## config.mk

```make
export PLATFORM = sky130hd
export DESIGN_NAME = bvrr_delay
export DESIGN_NICKNAME = d
export VERILOG_FILES = /design/src/hw/rtl/bvrr_pkg.sv /design/src/hw/rtl/bvrr_delay.sv
export SDC_FILE = /design/constraint.sdc
export NUM_CORES = 1
export LEC_CHECK = 0
export BUFFER_PORTS_ARGS = -buffer_cell sky130_fd_sc_hd__buf_2
export CORE_MARGIN = 2
export CORE_UTILIZATION = 47
export DETAILED_ROUTE_END_ITERATION = 8
export PLACE_DENSITY = 0.82
export SETUP_SLACK_MARGIN = 0.02
export SLEW_MARGIN = 30
export SYNTH_ARGS = -nofsm -noshare
export SYNTH_HDL_FRONTEND = slang
export SYNTH_SLANG_ARGS = --single-unit
```

## constraint.sdc

```tcl
create_clock -name clk -period 0.8 [get_ports clk]
set_input_delay 0.12 -clock clk [delete_from_list [all_inputs] [get_ports clk]]
set_output_delay 0.12 -clock clk [all_outputs]
set_load 0.05 [all_outputs]
```

## src/hw/rtl/bvrr_pkg.sv

```systemverilog
// Package for the bone vector roll to rotation unit.
// Holds widths, register indexes, the CORDIC arctangent table and shared helpers.
// No dependencies.
`default_nettype none
package bvrr_pkg;
	localparam int FracBits = 30;
	localparam int DataW = 32;
	localparam int CordicSteps = 30;
	localparam int IdxW = 2;

	typedef enum logic [IdxW-1:0] {
		REG_NEAR_NEG_Y = 2'd0,
		REG_DEGENERATE = 2'd1,
		REG_DEADBAND   = 2'd2,
		REG_SPARE      = 2'd3
	} reg_idx_t;

	typedef enum logic [1:0] {
		CASE_GENERAL = 2'd0,
		CASE_NEAR    = 2'd1,
		CASE_EXACT   = 2'd2,
		CASE_UNUSED  = 2'd3
	} base_case_t;

	localparam logic signed [33:0] CordicGain = 34'sd652032874;

	function automatic logic signed [33:0] atan_entry(input logic [4:0] i);
		logic signed [33:0] v;
		begin
			case (i)
				5'd0: v = 34'sd536870912;  5'd1: v = 34'sd316933406;
				5'd2: v = 34'sd167458907;  5'd3: v = 34'sd85004756;
				5'd4: v = 34'sd42667331;   5'd5: v = 34'sd21354465;
				5'd6: v = 34'sd10679838;   5'd7: v = 34'sd5340245;
				5'd8: v = 34'sd2670163;    5'd9: v = 34'sd1335087;
				5'd10: v = 34'sd667544;    5'd11: v = 34'sd333772;
				5'd12: v = 34'sd166886;    5'd13: v = 34'sd83443;
				5'd14: v = 34'sd41722;     5'd15: v = 34'sd20861;
				5'd16: v = 34'sd10430;     5'd17: v = 34'sd5215;
				5'd18: v = 34'sd2608;      5'd19: v = 34'sd1304;
				5'd20: v = 34'sd652;       5'd21: v = 34'sd326;
				5'd22: v = 34'sd163;       5'd23: v = 34'sd81;
				5'd24: v = 34'sd41;        5'd25: v = 34'sd20;
				5'd26: v = 34'sd10;        5'd27: v = 34'sd5;
				5'd28: v = 34'sd3;         5'd29: v = 34'sd1;
				default: v = 34'sd0;
			endcase
			atan_entry = v;
		end
	endfunction
endpackage
`default_nettype wire

```

## src/hw/rtl/bvrr_delay.sv

```systemverilog
// Fixed-length delay line for sideband data that rides beside the long units.
// Uses the wildcard import of bvrr_pkg for house uniformity only.
`default_nettype none
module bvrr_delay
	import bvrr_pkg::*;
#(
	parameter int W = 8,
	parameter int Depth = 4
) (
	input  wire logic         clk,
	input  wire logic         arst_n,
	input  wire logic         in_vld,
	input  wire logic [W-1:0] in_dat,
	output logic              out_vld,
	output logic [W-1:0]      out_dat
);
	logic         vld_s [Depth+1];
	logic [W-1:0] dat_s [Depth+1];

	always_comb begin
		vld_s[0] = in_vld;
		dat_s[0] = in_dat;
	end

	for (genvar i = 0; i < Depth; i++) begin : g_tap
		always_ff @(posedge clk or negedge arst_n) begin
			if (!arst_n) begin
				vld_s[i+1] <= 1'b0;
			end else begin
				vld_s[i+1] <= vld_s[i];
			end
		end
		always_ff @(posedge clk) begin
			dat_s[i+1] <= dat_s[i];
		end
	end

	assign out_vld = vld_s[Depth];
	assign out_dat = dat_s[Depth];
endmodule
`default_nettype wire

```

==> results by group <==
Run status
  – Run status: finished, violations left
  – Failing checks: setup timing

Die
  – # rows: 14
  – Total die area: 0.00205 mm²
  – Die Span Y: 45.3 µm
  – # IOs: 20
  – DIE WIDTH: 45.3 µm
  – Core area: 0.00156 mm²
  – Starting density of the core: 51.4%

Routing
  – Avg WL per Cell: 8.06 µm
  – Via density per instance: 3.89
  – Antenna-violating nets left: 0
  – DRC: 0
  – Vias post-DR: 346
  – First-pass iteration count of the detailed router: 1
  – DR iter-0 viols: 0
  – Routed WL: 717 µm

Worst setup path
  – Cell at the slowest stage of the critical path: sky130_fd_sc_hd__dfrtp_1
  – Critical Path, Cell by Cell: buf_6
  – Setup slack of the most critical reg-to-reg path: 330 ps
  – Critical path's largest stage delay: 380 ps
  – Critical Path Fanout Max: 1
  – Endpoint of the most critical register-to-register path: vld_s[2]$_DFF_PN0_
  – Number of buffers and inverters on the critical path: 1
  – Worst setup SP type: flop
  – Cell depth of the worst flop-to-flop path: 0
  – Worst R2R Start: vld_s[3]$_DFF_PN0_
  – CP Data Arrival Time: 840 ps
  – Worst setup path class: reg2out
  – Required time at the endpoint of the critical path: 680 ps
  – Crit path capture type: output port
  – Kind of cell adding the most delay to the critical path: flip-flops

Run
  – Max Cap Violations: 0

Global route
  – Largest net degree at the start of global routing: 12
  – Leftover overflow at the end of global routing: 0
  – Via count of the first global-routing pass: 304
  – First-pass GRT wire length: 1170 µm
  – GRT Util Overall: 9.31%
  – Antenna violations before repair: 0

Pwr
  – Cell area power density: 2690 mW/mm²
  – Switching Power: 602 µW
  – Portion of total power attributed to sequential cells: 65.2%
  – Static leakage: 0.490 nW
  – Internal Dissipation: 2.34 mW
  – Peak ir drop on the vdd network: 1.66 mV
  – Part of the total power dissipated in the clock network: 27.6%
  – Comb pwr share: 7.2%
  – Total Power Consumption: 2.94 mW
  – Switching part of the total power: 20.5%

Placed design
  – Routability Congestion: 0.565
  – Placed cells: 71
  – Number of buffers inserted by port buffering: 19

Cells and area
  – Area used by multi-input combinational logic: 0 µm²
  – Total inserted antenna cells: 0
  – Share of post-route cells with drive strength above 1: 45.2%
  – Non-Filler Instances: 89
  – Layout-stage area growth over the synthesis result: 36.7%
  – Final net count: 83
  – Share of the core filled with cells in the final layout: 70.2%
  – Commonest cells after routing, fill and taps aside: 24 x sky130_fd_sc_hd__dfxtp_1, 10 x sky130_fd_sc_hd__dlygate4sd3_1, 10 x sky130_fd_sc_hd__buf_2
  – Multi-In Gates: 0
  – Commonest non-fill, non-tap cell in the layout: sky130_fd_sc_hd__dfxtp_1

STA
  – Post-Route Skew: 9.83 ps
  – Setup ws final: -157 ps
  – Slew at the pin with the worst max-slew slack: 108 ps
  – Setup TNS: -927 ps
  – Worst hold slack: 152 ps
  – Final critical path time including I/O delays and setup: 957 ps
  – Setup repair after global routing missed its margin: true
  – Headroom to the max-slew limit: 92.8%
  – Peak Freq: 1040 MHz
  – Hold Violations, Final: 0
  – Share of the clock period used by the worst path: 120%
  – Number of pins with negative max-slew slack in the final report: 0
  – Final setup violation count: 9

Logic synthesis
  – Dominant cell type by area after synthesis: sky130_fd_sc_hd__dfxtp_1
  – Area share of the largest cell type after synthesis: 80.0%
  – Fraction of synthesized cell area in xor and xnor cells: 0%
  – Area contributors post-synth: sky130_fd_sc_hd__dfxtp_1 80%, sky130_fd_sc_hd__dfrtp_1 13%, sky130_fd_sc_hd__buf_4 7.5%
  – Distinct cell type count of the synthesized netlist: 3
  – Synthesized-area fraction occupied by ao, oa, aoi and oai cells: 0%
  – Dominant combinational cell family by area after synthesis: buffers and inverters
  – Share of synthesized area spent on multiplexers: 0%
  – Post-synthesis adder-cell area fraction: 0%
  – Gate count of the mapped netlist: 44
  – Count of warnings emitted by yosys: 0
  – Number of storage elements in the synthesis netlist: 36
  – Post-synthesis instance area: 801 µm²
  – Simple-gate share of the synthesized area: 0%
  – Share of synthesized area occupied by flip-flops and latches: 92.5%
  – Syn nets: 55
  – Mean area per synthesized cell: 18.2 µm²

Clock network
  – Clock-pin slew of the registers on the worst-case setup and hold paths: 90 ps
  – Root buffer cell: sky130_fd_sc_hd__clkbuf_4
  – Clock tree from TritonCTS: done
  – Number of setup buffers added after CTS: 0
  – Maximum clock path buffer count: 2
  – Clock H-tree levels: 2
  – Clock latency on the worst-skew pair: 300 ps
  – Number of clock buffers inserted by TritonCTS: 5
  – Sinks on the clock net: 36

Hold path
  – Type of the most critical hold path: in2async
## metrics by stage
stage | cell area, µm² | setup slack, ps
after floorplan | 801 | 94.1
after global placement | 856 | 139
after detailed placement | 856 | 138
after CTS | 1080 | -179
after global routing | 1090 | -219
final | 1090 | -157
## power groups by stage
stage / registers [mW] / logic, mW / clock network (mW)
after global routing: 1.93 / 0.222 / 0.943
after global placement: 1.95 / 0.133 / 0
after floorplan: 1.95 / 0.107 / 0
after detailed placement: 1.95 / 0.134 / 0
after CTS: 1.92 / 0.202 / 0.857
final: 1.92 / 0.212 / 0.812
## how the worst max path moves through the flow
stage                                 start       to  slack (ps)  depth (start not counted)
after detailed placement  out_vld$_DFF_PN0_  out_vld         140                          1
after CTS                 out_vld$_DFF_PN0_  out_vld        -180                          1
after global placement    out_vld$_DFF_PN0_  out_vld         140                          1
after global routing      out_vld$_DFF_PN0_  out_vld        -220                          1
after floorplan           out_vld$_DFF_PN0_  out_vld          90                          0
final                     out_vld$_DFF_PN0_  out_vld        -160                          1
## timing repair
| action | 4_1_cts | 5_1_grt |
|---|---|---|
| cloned | 0 | 0 |
| hold buffers | 10 | 0 |
| resized for setup | 27 | 5 |
| endpoints found under the setup margin | 9 | 9 |
| endpoints found under the hold margin | 13 | 0 |
## registers in the layout, summed over array words and instances (netlist names)
signal   cells
dat_s       24
out_dat      8
out_vld      1
vld_s        3
## cells by family after synthesis
logic type             Yosys count
buffers and inverters            8
DFF                             36
## per-layer routing
layer / global-route usage [%] / wire [µm] / up-vias
met5: 0 / 0 / -
met4: 8.82 / 0 / 0
met3: 7.20 / 41 / 0
met2: 13.7 / 403 / 17
met1: 7.69 / 271 / 149
li1: - / - / 180
## cell usage after synthesis, drive strengths merged
master / n
buf: 8
dfrtp: 4
dfxtp: 32
## final cells by class
class                 instances  area, µm²
clock buffer                  7       45.0
sequential                   36        751
clock inverter                1       5.00
fill                        105        464
tap                          16       20.0
timing repair buffer         29        274
Note: power is estimated with default switching activity, not from simulation.
